$ cat config.mk
export PLATFORM = sky130hd
export DESIGN_NAME = named_semaphore_table_top
export DESIGN_NICKNAME = d
export VERILOG_FILES = /design/src/rtl/nst_pkg.sv /design/src/rtl/named_semaphore_table_top.sv /design/src/rtl/nst_ram.sv /design/src/rtl/nst_ctrl.sv /design/src/rtl/nst_dp.sv
export SDC_FILE = /design/constraint.sdc
export NUM_CORES = 2
export LEC_CHECK = 0
export ABC_AREA = 1
export BUFFER_PORTS_ARGS = -buffer_cell sky130_fd_sc_hd__buf_4
export CORE_MARGIN = 4
export CORE_UTILIZATION = 55
export CTS_CLUSTER_DIAMETER = 80
export DETAILED_ROUTE_END_ITERATION = 16
export PLACE_DENSITY = 0.74
export SLEW_MARGIN = 40
export SYNTH_ARGS = -nofsm -noshare
export SYNTH_HDL_FRONTEND = slang
export SYNTH_SLANG_ARGS = --single-unit
$ cat constraint.sdc
create_clock -name clock -period 5.65 [get_ports clock]
set_input_delay 0.2825 -clock clock [delete_from_list [all_inputs] [get_ports clock]]
set_output_delay 0.2825 -clock clock [all_outputs]
set_load 0.02 [all_outputs]
$ cat src/rtl/nst_pkg.sv
`timescale 1ns / 1ps

package nst_pkg;

   // Table geometry
   localparam int TABLE_SLOTS  = 16;
   localparam int NAME_BYTES   = 8;
   localparam int SLOT_W       = 4;
   localparam int NAME_KEY_W   = 64;
   localparam int COUNT_W      = 16;
   localparam int STATUS_W     = 3;
   localparam int USABLE_SLOTS = (TABLE_SLOTS < (1 << SLOT_W)) ? TABLE_SLOTS : (1 << SLOT_W);
   localparam int SLOT_AW      = (USABLE_SLOTS > 1) ? $clog2(USABLE_SLOTS) : 1;
   localparam int SLOT_CW      = $clog2(USABLE_SLOTS + 1);
   localparam int NAME_W       = 8 * NAME_BYTES;

   localparam logic signed [COUNT_W-1:0] COUNT_MIN = {1'b1, {(COUNT_W-1){1'b0}}};
   localparam logic signed [COUNT_W-1:0] COUNT_MAX = {1'b0, {(COUNT_W-1){1'b1}}};

   typedef enum logic [1:0] {
      REQ_OPEN    = 2'd0,
      REQ_DESTROY = 2'd1,
      REQ_PROCURE = 2'd2,
      REQ_VACATE  = 2'd3
   } req_kind_type;

   typedef enum logic [STATUS_W-1:0] {
      ST_OK      = 3'd0,
      ST_EXISTS  = 3'd1,
      ST_UNKNOWN = 3'd2,
      ST_FULL    = 3'd3,
      ST_BLOCKED = 3'd4,
      ST_BAD     = 3'd5
   } status_type;

   typedef enum logic [2:0] {
      S_IDLE,
      S_SCAN,
      S_OPEN_DONE,
      S_CNT_RD,
      S_CNT_UPD
   } ctrl_state_type;

   typedef struct packed {
      logic load;
      logic scan_start;
      logic scan_step;
      logic open_commit;
      logic cnt_read;
      logic cnt_commit;
   } cmd_type;

   typedef struct packed {
      logic scan_done;
      logic out_free;
   } sts_type;

endpackage

$ cat src/rtl/named_semaphore_table_top.sv
`timescale 1ns / 1ps

// Channel    Handshake              Payload
// request    req_valid / req_stall  req_type, req_name_key, req_init_value, req_slot_index
// response   rsp_valid / rsp_stall  rsp_status, rsp_slot_out, rsp_must_wait, rsp_wake_one
//
// Open runs a name scan that reads one slot of the name RAM per cycle. Destroy,
// procure and vacate do one count RAM read, then the read-modify-write. One
// request is in work at a time.
// Reset clears the slot-used flags; name and count RAMs need no clearing.
// A stalled response holds in the output register; the next request is still
// accepted and finishes once the output register is free.

module named_semaphore_table_top
   import nst_pkg::*;
(
   input  logic                      clock,
   input  logic                      reset,
   input  logic                      req_valid,
   output logic                      req_stall,
   input  logic [1:0]                req_type,
   input  logic [NAME_KEY_W-1:0]     req_name_key,
   input  logic signed [COUNT_W-1:0] req_init_value,
   input  logic [SLOT_W-1:0]         req_slot_index,
   output logic                      rsp_valid,
   input  logic                      rsp_stall,
   output logic [STATUS_W-1:0]       rsp_status,
   output logic [SLOT_W-1:0]         rsp_slot_out,
   output logic                      rsp_must_wait,
   output logic                      rsp_wake_one
);

   cmd_type cmd;
   sts_type sts;

   nst_ctrl u_ctrl (
      .clock     (clock),
      .reset     (reset),
      .req_valid (req_valid),
      .req_type  (req_type),
      .req_stall (req_stall),
      .cmd       (cmd),
      .sts       (sts)
   );

   nst_dp u_dp (
      .clock          (clock),
      .reset          (reset),
      .req_type       (req_type),
      .req_name_key   (req_name_key),
      .req_init_value (req_init_value),
      .req_slot_index (req_slot_index),
      .cmd            (cmd),
      .sts            (sts),
      .rsp_valid      (rsp_valid),
      .rsp_stall      (rsp_stall),
      .rsp_status     (rsp_status),
      .rsp_slot_out   (rsp_slot_out),
      .rsp_must_wait  (rsp_must_wait),
      .rsp_wake_one   (rsp_wake_one)
   );

endmodule

$ cat src/rtl/nst_ram.sv
`timescale 1ns / 1ps

module nst_ram #(
   parameter int WIDTH = 8,
   parameter int DEPTH = 16,
   localparam int ADDR_W = (DEPTH > 1) ? $clog2(DEPTH) : 1
) (
   input  logic              clock,
   input  logic              wr_en,
   input  logic [ADDR_W-1:0] wr_addr,
   input  logic [WIDTH-1:0]  wr_data,
   input  logic              rd_en,
   input  logic [ADDR_W-1:0] rd_addr,
   output logic [WIDTH-1:0]  rd_data
);

   logic [WIDTH-1:0] mem_ff [DEPTH];
   logic [WIDTH-1:0] rd_data_ff;

   always_ff @(posedge clock) begin
      if (wr_en) begin
         mem_ff[wr_addr] <= wr_data;
      end
      if (rd_en) begin
         rd_data_ff <= mem_ff[rd_addr];
      end
   end

   assign rd_data = rd_data_ff;

endmodule

$ cat src/rtl/nst_ctrl.sv
`timescale 1ns / 1ps

module nst_ctrl
   import nst_pkg::*;
(
   input  logic       clock,
   input  logic       reset,
   input  logic       req_valid,
   input  logic [1:0] req_type,
   output logic       req_stall,
   output cmd_type    cmd,
   input  sts_type    sts
);

   ctrl_state_type state_ff, state_in;

   always_ff @(posedge clock) begin
      if (reset) begin
         state_ff <= S_IDLE;
      end else begin
         state_ff <= state_in;
      end
   end

   always_comb begin
      state_in  = state_ff;
      cmd       = '0;
      req_stall = 1'b1;
      unique case (state_ff)
         S_IDLE: begin
            req_stall = reset;
            if (req_valid && !reset) begin
               cmd.load       = 1'b1;
               cmd.scan_start = 1'b1;
               state_in       = (req_type == REQ_OPEN) ? S_SCAN : S_CNT_RD;
            end
         end
         S_SCAN: begin
            cmd.scan_step = 1'b1;
            if (sts.scan_done) begin
               state_in = S_OPEN_DONE;
            end
         end
         S_OPEN_DONE: begin
            // hold until the output register can take the result
            if (sts.out_free) begin
               cmd.open_commit = 1'b1;
               state_in        = S_IDLE;
            end
         end
         S_CNT_RD: begin
            cmd.cnt_read = 1'b1;
            state_in     = S_CNT_UPD;
         end
         S_CNT_UPD: begin
            if (sts.out_free) begin
               cmd.cnt_commit = 1'b1;
               state_in       = S_IDLE;
            end
         end
         default: begin
            state_in = S_IDLE;
         end
      endcase
   end

endmodule

$ cat src/rtl/nst_dp.sv
`timescale 1ns / 1ps

module nst_dp
   import nst_pkg::*;
(
   input  logic                       clock,
   input  logic                       reset,
   input  logic [1:0]                 req_type,
   input  logic [NAME_KEY_W-1:0]      req_name_key,
   input  logic signed [COUNT_W-1:0]  req_init_value,
   input  logic [SLOT_W-1:0]          req_slot_index,
   input  cmd_type                    cmd,
   output sts_type                    sts,
   output logic                       rsp_valid,
   input  logic                       rsp_stall,
   output logic [STATUS_W-1:0]        rsp_status,
   output logic [SLOT_W-1:0]          rsp_slot_out,
   output logic                       rsp_must_wait,
   output logic                       rsp_wake_one
);

   // request registers
   req_kind_type              op_ff;
   logic [NAME_W-1:0]         key_ff;
   logic signed [COUNT_W-1:0] val_ff;
   logic [SLOT_W-1:0]         slot_ff;

   logic [USABLE_SLOTS-1:0]   used_ff, used_in;

   // scan state
   logic [SLOT_CW-1:0]        scan_ff, scan_in;
   logic                      pend_vld_ff, pend_vld_in;
   logic [SLOT_AW-1:0]        pend_ix_ff, pend_ix_in;
   logic                      hit_ff, hit_in;
   logic [SLOT_AW-1:0]        hit_ix_ff, hit_ix_in;
   logic                      free_ff, free_in;
   logic [SLOT_AW-1:0]        free_ix_ff, free_ix_in;

   // output register
   logic                      rsp_valid_ff, rsp_valid_in;
   logic [STATUS_W-1:0]       rsp_status_ff;
   logic [SLOT_W-1:0]         rsp_slot_ff;
   logic                      rsp_wait_ff;
   logic                      rsp_wake_ff;

   logic                      issue;
   logic [NAME_W-1:0]         name_rdata;
   logic [COUNT_W-1:0]        cnt_rdata;
   logic signed [COUNT_W-1:0] cnt;
   logic                      slot_ok;
   logic [SLOT_AW-1:0]        slot_ix;

   logic                      name_we;
   logic                      cnt_we;
   logic [SLOT_AW-1:0]        cnt_waddr;
   logic [COUNT_W-1:0]        cnt_wdata;
   status_type                res_status;
   logic [SLOT_W-1:0]         res_slot;
   logic                      res_wait;
   logic                      res_wake;
   logic                      commit;

   assign issue   = cmd.scan_step && (scan_ff < SLOT_CW'(USABLE_SLOTS));
   assign slot_ix = slot_ff[SLOT_AW-1:0];
   assign slot_ok = ({1'b0, slot_ff} < (SLOT_W+1)'(USABLE_SLOTS)) && used_ff[slot_ix];
   assign cnt     = $signed(cnt_rdata);
   assign commit  = cmd.open_commit || cmd.cnt_commit;

   nst_ram #(.WIDTH(NAME_W), .DEPTH(USABLE_SLOTS)) u_name_ram (
      .clock   (clock),
      .wr_en   (name_we),
      .wr_addr (free_ix_ff),
      .wr_data (key_ff),
      .rd_en   (issue),
      .rd_addr (scan_ff[SLOT_AW-1:0]),
      .rd_data (name_rdata)
   );

   nst_ram #(.WIDTH(COUNT_W), .DEPTH(USABLE_SLOTS)) u_count_ram (
      .clock   (clock),
      .wr_en   (cnt_we),
      .wr_addr (cnt_waddr),
      .wr_data (cnt_wdata),
      .rd_en   (cmd.cnt_read),
      .rd_addr (slot_ix),
      .rd_data (cnt_rdata)
   );

   // scan: one name read a cycle, compared in the cycle after
   always_comb begin
      scan_in     = scan_ff;
      pend_vld_in = pend_vld_ff;
      pend_ix_in  = pend_ix_ff;
      hit_in      = hit_ff;
      hit_ix_in   = hit_ix_ff;
      free_in     = free_ff;
      free_ix_in  = free_ix_ff;
      if (cmd.scan_start) begin
         scan_in     = '0;
         pend_vld_in = 1'b0;
         hit_in      = 1'b0;
         free_in     = 1'b0;
      end else if (cmd.scan_step) begin
         pend_vld_in = issue;
         pend_ix_in  = scan_ff[SLOT_AW-1:0];
         if (issue) begin
            scan_in = scan_ff + 1'b1;
         end
         if (pend_vld_ff) begin
            if (used_ff[pend_ix_ff] && (name_rdata == key_ff) && !hit_ff) begin
               hit_in    = 1'b1;
               hit_ix_in = pend_ix_ff;
            end
            if (!used_ff[pend_ix_ff] && !free_ff) begin
               free_in    = 1'b1;
               free_ix_in = pend_ix_ff;
            end
         end
      end
   end

   assign sts.scan_done = pend_vld_ff && (pend_ix_ff == SLOT_AW'(USABLE_SLOTS - 1));
   assign sts.out_free  = !rsp_valid_ff || !rsp_stall;

   // result and table update
   always_comb begin
      used_in    = used_ff;
      name_we    = 1'b0;
      cnt_we     = 1'b0;
      cnt_waddr  = slot_ix;
      cnt_wdata  = cnt_rdata;
      res_status = ST_OK;
      res_slot   = '0;
      res_wait   = 1'b0;
      res_wake   = 1'b0;
      if (cmd.open_commit) begin
         if (!val_ff[COUNT_W-1]) begin
            if (hit_ff) begin
               res_status = ST_EXISTS;
            end else if (!free_ff) begin
               res_status = ST_FULL;
            end else begin
               name_we             = 1'b1;
               cnt_we              = 1'b1;
               cnt_waddr           = free_ix_ff;
               cnt_wdata           = val_ff;
               used_in[free_ix_ff] = 1'b1;
               res_slot            = SLOT_W'(free_ix_ff);
            end
         end else if (hit_ff) begin
            res_slot = SLOT_W'(hit_ix_ff);
         end else begin
            res_status = ST_UNKNOWN;
         end
      end else if (cmd.cnt_commit) begin
         if (!slot_ok) begin
            res_status = ST_BAD;
         end else begin
            unique case (op_ff)
               REQ_DESTROY: begin
                  if (cnt < 0) begin
                     res_status = ST_BLOCKED;
                  end else begin
                     used_in[slot_ix] = 1'b0;
                  end
               end
               REQ_PROCURE: begin
                  if (cnt == COUNT_MIN) begin
                     res_status = ST_BAD;
                  end else begin
                     cnt_we    = 1'b1;
                     cnt_wdata = cnt - 16'sd1;
                     res_wait  = (cnt <= 0);
                  end
               end
               REQ_VACATE: begin
                  if (cnt == COUNT_MAX) begin
                     res_status = ST_BAD;
                  end else begin
                     cnt_we    = 1'b1;
                     cnt_wdata = cnt + 16'sd1;
                     res_wake  = (cnt < 0);
                  end
               end
               REQ_OPEN: begin
                  res_status = ST_OK;
               end
               default: begin
                  res_status = ST_OK;
               end
            endcase
         end
      end
   end

   assign rsp_valid_in = commit ? 1'b1 : (rsp_valid_ff && rsp_stall);

   always_ff @(posedge clock) begin
      if (reset) begin
         used_ff      <= '0;
         scan_ff      <= '0;
         pend_vld_ff  <= 1'b0;
         hit_ff       <= 1'b0;
         free_ff      <= 1'b0;
         rsp_valid_ff <= 1'b0;
      end else begin
         used_ff      <= used_in;
         scan_ff      <= scan_in;
         pend_vld_ff  <= pend_vld_in;
         hit_ff       <= hit_in;
         free_ff      <= free_in;
         rsp_valid_ff <= rsp_valid_in;
      end
   end

   always_ff @(posedge clock) begin
      pend_ix_ff <= pend_ix_in;
      hit_ix_ff  <= hit_ix_in;
      free_ix_ff <= free_ix_in;
      if (cmd.load) begin
         op_ff   <= req_kind_type'(req_type);
         key_ff  <= req_name_key[NAME_W-1:0];
         val_ff  <= req_init_value;
         slot_ff <= req_slot_index;
      end
      if (commit) begin
         rsp_status_ff <= res_status;
         rsp_slot_ff   <= res_slot;
         rsp_wait_ff   <= res_wait;
         rsp_wake_ff   <= res_wake;
      end
   end

   assign rsp_valid     = rsp_valid_ff;
   assign rsp_status    = rsp_status_ff;
   assign rsp_slot_out  = rsp_slot_ff;
   assign rsp_must_wait = rsp_wait_ff;
   assign rsp_wake_one  = rsp_wake_ff;

endmodule
==> results list <==
* Reported net switching power: 5330 uW
- In the global route stage, met3 resource usage came out at 5.63%.
* Vertical extent of the die: 336 um
- Placed Area: 61,800 sq um
- Leading cell types in the layout, fill and taps excluded: sky130_fd_sc_hd__edfxtp_1 (1,467), sky130_fd_sc_hd__nor2_1 (690), sky130_fd_sc_hd__nand2_1 (555)
* PnR Total Power: 23,600 uW
- The initial antenna violation count is 5.
* Total length of routed wires: 146,000 um
* Number of synthesized register bits: 1,495
- After Yosys synthesis, and, or, nand and nor cells account for 10.3% of the synthesized area.
* Maximum number of pins on one net before global-route repair: roughly 160
- Synth cell types: 40
- Share of the cycle needed by the critical path after routing: between 50% and 60%
* Compound-Gate Fraction of Synth Area: under 10%
- During synthesis, Yosys emitted a total of 0 warnings.
- Once detailed placement completed, the half-perimeter wirelength came to 78,900 um.
* Mux share of post-synthesis cell area: roughly 1.8%
* Quantity of gates resized following cts: 0
- Cells fill 62.9% of the core in the end.
* Cell leakage power: 0.0222 uW
- Peak Freq: 0.321 GHz
- In this run, CTS created clock tree buffers numbering 150.
- met2 is the most crowded layer.
* Count of pins over their slew limit: 0
* Setup Crit Path Kind: register to register
- The die covers 113,000 sq um.
- Post-Place Cells: 5,697
- Input and output buffers added on the ports amount to 100.
- Power spread over the standard cell area amounts to 350 nW/um^2.
* Cell Int Power: 18,200 uW
- Synthesis produced 4,369 cells.
* Crit path max fanout: 16
- On the final layout, the worst clock skew is 0.0235 ns.
- Actual slew at the worst max-slew pin: between 0.8 and 0.9 ns
* Leading cell type in the layout, fill and taps excluded: sky130_fd_sc_hd__edfxtp_1
* GRT Util Overall: 25.5%
- After detailed routing, the number of remaining DRC violations is 0.
- Routability-driven placement finished with a final weighted congestion of 0.906.
- Clock slew at the register clock pins of the worst setup and hold paths: 0.06 ns
* Final hold vios: 0
- The floorplan has 120 rows.
- Vias in the first global route: about 36,000
- Switching Share: 22.6%
- Clock tree from TritonCTS: yes
- In this run the mean area of a mapped cell was 13.6 sq um.
- Combinational group share of total power: 6.5%
* DR vias/cell: 6.14
* Post-synthesis sequential area ratio: 75.3%
* Clk Latency, worst-skew pair: 0.76 ns
- Of the cells placed in the final design, the portion with a size suffix greater than 1 is 9.59%.
- Total gr overflow: 0
- After Yosys synthesis, XOR and XNOR cells account for less than 1% of the synthesized area.
- Total vias in the final route: 37,200
* Wire length of the first global-routing pass: 217,000 um
- The number of nets handed over by synthesis was between 4,000 and 5,000.
* Core footprint: around 110,000 sq um
- The worst setup path is launched from a register.
- Per report_power, the sequential group accounts for a little over half of the total.
- The mapped netlist covers 59,300 sq um.
- Clock sinks: 1,495
* Final net count: between 4,000 and 5,000
* Capturing element type of the critical path: register
- Time the final worst path needs with I/O delays and setup: 3.11 ns
- Buffer levels on the longest clock path: 3
- In this run the tightest slew margin relative to its limit is 42.4%.
- Number of failing setup endpoints in the final timing report: 0
- X dimension of the die: 336 um
* DRC violation total after the first TritonRoute iteration: 4,763
* Main combinational cell family by area after synthesis: simple AND/OR/NAND/NOR gates
- Fill cells in the final layout number around 7,700.
* Number of standard cells in the layout, taps in and fillers out: 6,056
* Data arrival time of the critical path: approximately 3.3 ns
- Met1 track utilization from global routing: 35.5%
- The H-tree was split into 4 levels.
- Of the total synthesized cell area, the portion taken by full adders, half adders and majority gates is 0.0633%.
- Met2 Usage GRT: 39.9%
* Area growth from synthesis to layout: 13.6%
- Wirelength per Cell: 24.0 um
- Setup repair after global routing left no endpoint under its margin.
- HP Class: input port to register
- At the worst endpoint, the required time is 5.88 ns.
* Count of max-cap constraint violations: 0
- IO Pins: 101
- The share of total power dissipated in the clock network is between 30 and 40%.
* Finished layout cell area: 67,400 sq um
- Once the floorplan was initialized, standard cells occupied 55.4% of the core.
- The flow ran to the end, and the final reports show no timing, DRC or antenna violations.
- In this run the remaining antenna-violating nets after routing total 0.
- Master cell of the clock root buffer: sky130_fd_sc_hd__clkbuf_16
* First-pass detailed-route iteration total: 7
* Peak supply drop: 0.334 mV
registers in the layout, indices dropped and copies added, names as in the netlist, 5 cells and up:
register,cells
u_dp.key_ff,64
u_dp.scan_ff,5
u_dp.u_count_ram.mem_ff,256
u_dp.val_ff,16
u_dp.used_ff,16
u_dp.u_name_ram.rd_data,64
u_dp.u_name_ram.mem_ff,1024
u_dp.u_count_ram.rd_data,16
worst max-delay path: stages (launching register included):
cell	delay, ns
sky130_fd_sc_hd__edfxtp_1	0.67
sky130_fd_sc_hd__inv_2	0.19
sky130_fd_sc_hd__nand2_1	0.11
sky130_fd_sc_hd__nand2_1	0.05
sky130_fd_sc_hd__nand2_1	0.05
sky130_fd_sc_hd__nand2_1	0.06
sky130_fd_sc_hd__nand2_1	0.06
sky130_fd_sc_hd__nand2_2	0.11
sky130_fd_sc_hd__nor2_8	0.21
sky130_fd_sc_hd__nand3_2	0.32
sky130_fd_sc_hd__nand3_1	0.17
sky130_fd_sc_hd__nand3_1	0.59
worst paths after layout:
path / start / to / slack (ns) / cells after the start
worst max-delay path: u_dp.slot_ff[0] / u_dp.u_count_ram.mem_ff[9][9] / 2.54 / 11
worst min-delay path: req_valid / u_dp.val_ff[12] / 0.08 / 3
worst max register to register: u_dp.slot_ff[0] / u_dp.u_count_ram.mem_ff[9][9] / 2.54 / 11
worst min register to register: u_dp.used_ff[1] / u_dp.used_ff[1] / 0.49 / 2
synth_stat cells, drive strengths merged:
cell | number | share of area, %
o211ai | 28 | 0.35
xnor2 | 9 | 0.13
o221ai | 107 | 1.6
or2 | 3 | 0.032
a31o | 1 | 0.015
nand4 | 33 | 0.35
mux2i | 106 | 1.8
a31oi | 2 | 0.021
o21ai | 331 | 2.8
nand3b | 1 | 0.013
a22oi | 139 | 1.8
clkbuf | 160 | 1.0
a211oi | 1 | 0.013
clkinv | 2 | 0.015
a21oi | 54 | 0.46
buf | 101 | 0.94
nor3 | 22 | 0.19
o21bai | 2 | 0.025
edfxtp | 1467 | 74
nand2 | 563 | 3.6
o32ai | 150 | 2.2
xor2 | 19 | 0.28
dfxtp | 28 | 0.95
nand3 | 183 | 1.6
inv | 147 | 0.93
ha | 3 | 0.063
nor2 | 707 | 4.5
cell families after synthesis:
logic type / count (synthesis)
AO/OA/AOI/OAI: 815
AND/OR/NAND/NOR: 1512
flip-flops: 1495
XOR/XNOR: 28
multiplexers: 106
adder cells (fa/ha/maj): 3
buffers and inverters: 410
power groups by stage:
stage | clock network [uW] | registers (uW) | logic [uW]
floorplan | 0 | 12900 | 902
global placement | 0 | 12900 | 1390
detailed placement | 0 | 12900 | 1440
CTS | 9450 | 12700 | 1500
global route | 9950 | 12700 | 1640
finish | 9330 | 12700 | 1520
repair_timing:
action	CTS	global route
setup buffers	0	0
hold buffers	88	0
hold endpoints to repair	92	0
layer usage:
metal	wire (um)	vias to the layer above
li1	-	16600
met1	58000	18300
met2	68400	1973
met3	14400	288
met4	4790	2
met5	13	-
layout make-up:
type | instances | area (sq um) | area share [%]
Clock inverter | 82 | 614 | 0.912
Clock buffer | 186 | 3980 | 5.91
Antenna cell | 1 | 2.50 | 0.00372
Timing Repair Buffer | 276 | 2690 | 3.99
Sequential cell | 1495 | 44600 | 66.3
Inverter | 149 | 576 | 0.855
Multi-Input combinational cell | 2464 | 13100 | 19.5
Tap cell | 1403 | 1760 | 2.61
stage by stage:
| stage | hold slack [ns] | setup slack [ns] | setup TNS, ns |
|---|---|---|---|
| CTS | 0.0361 | 2.45 | 0 |
| floorplan | 0.352 | -0.574 | -413.36 |
| global route | 0.0802 | 2.29 | 0 |
| global placement | 0.460 | 2.20 | 0 |
| detailed placement | 0.462 | 2.48 | 0 |
| finish | 0.0768 | 2.54 | 0 |
Power figures use the tool's default switching activity.
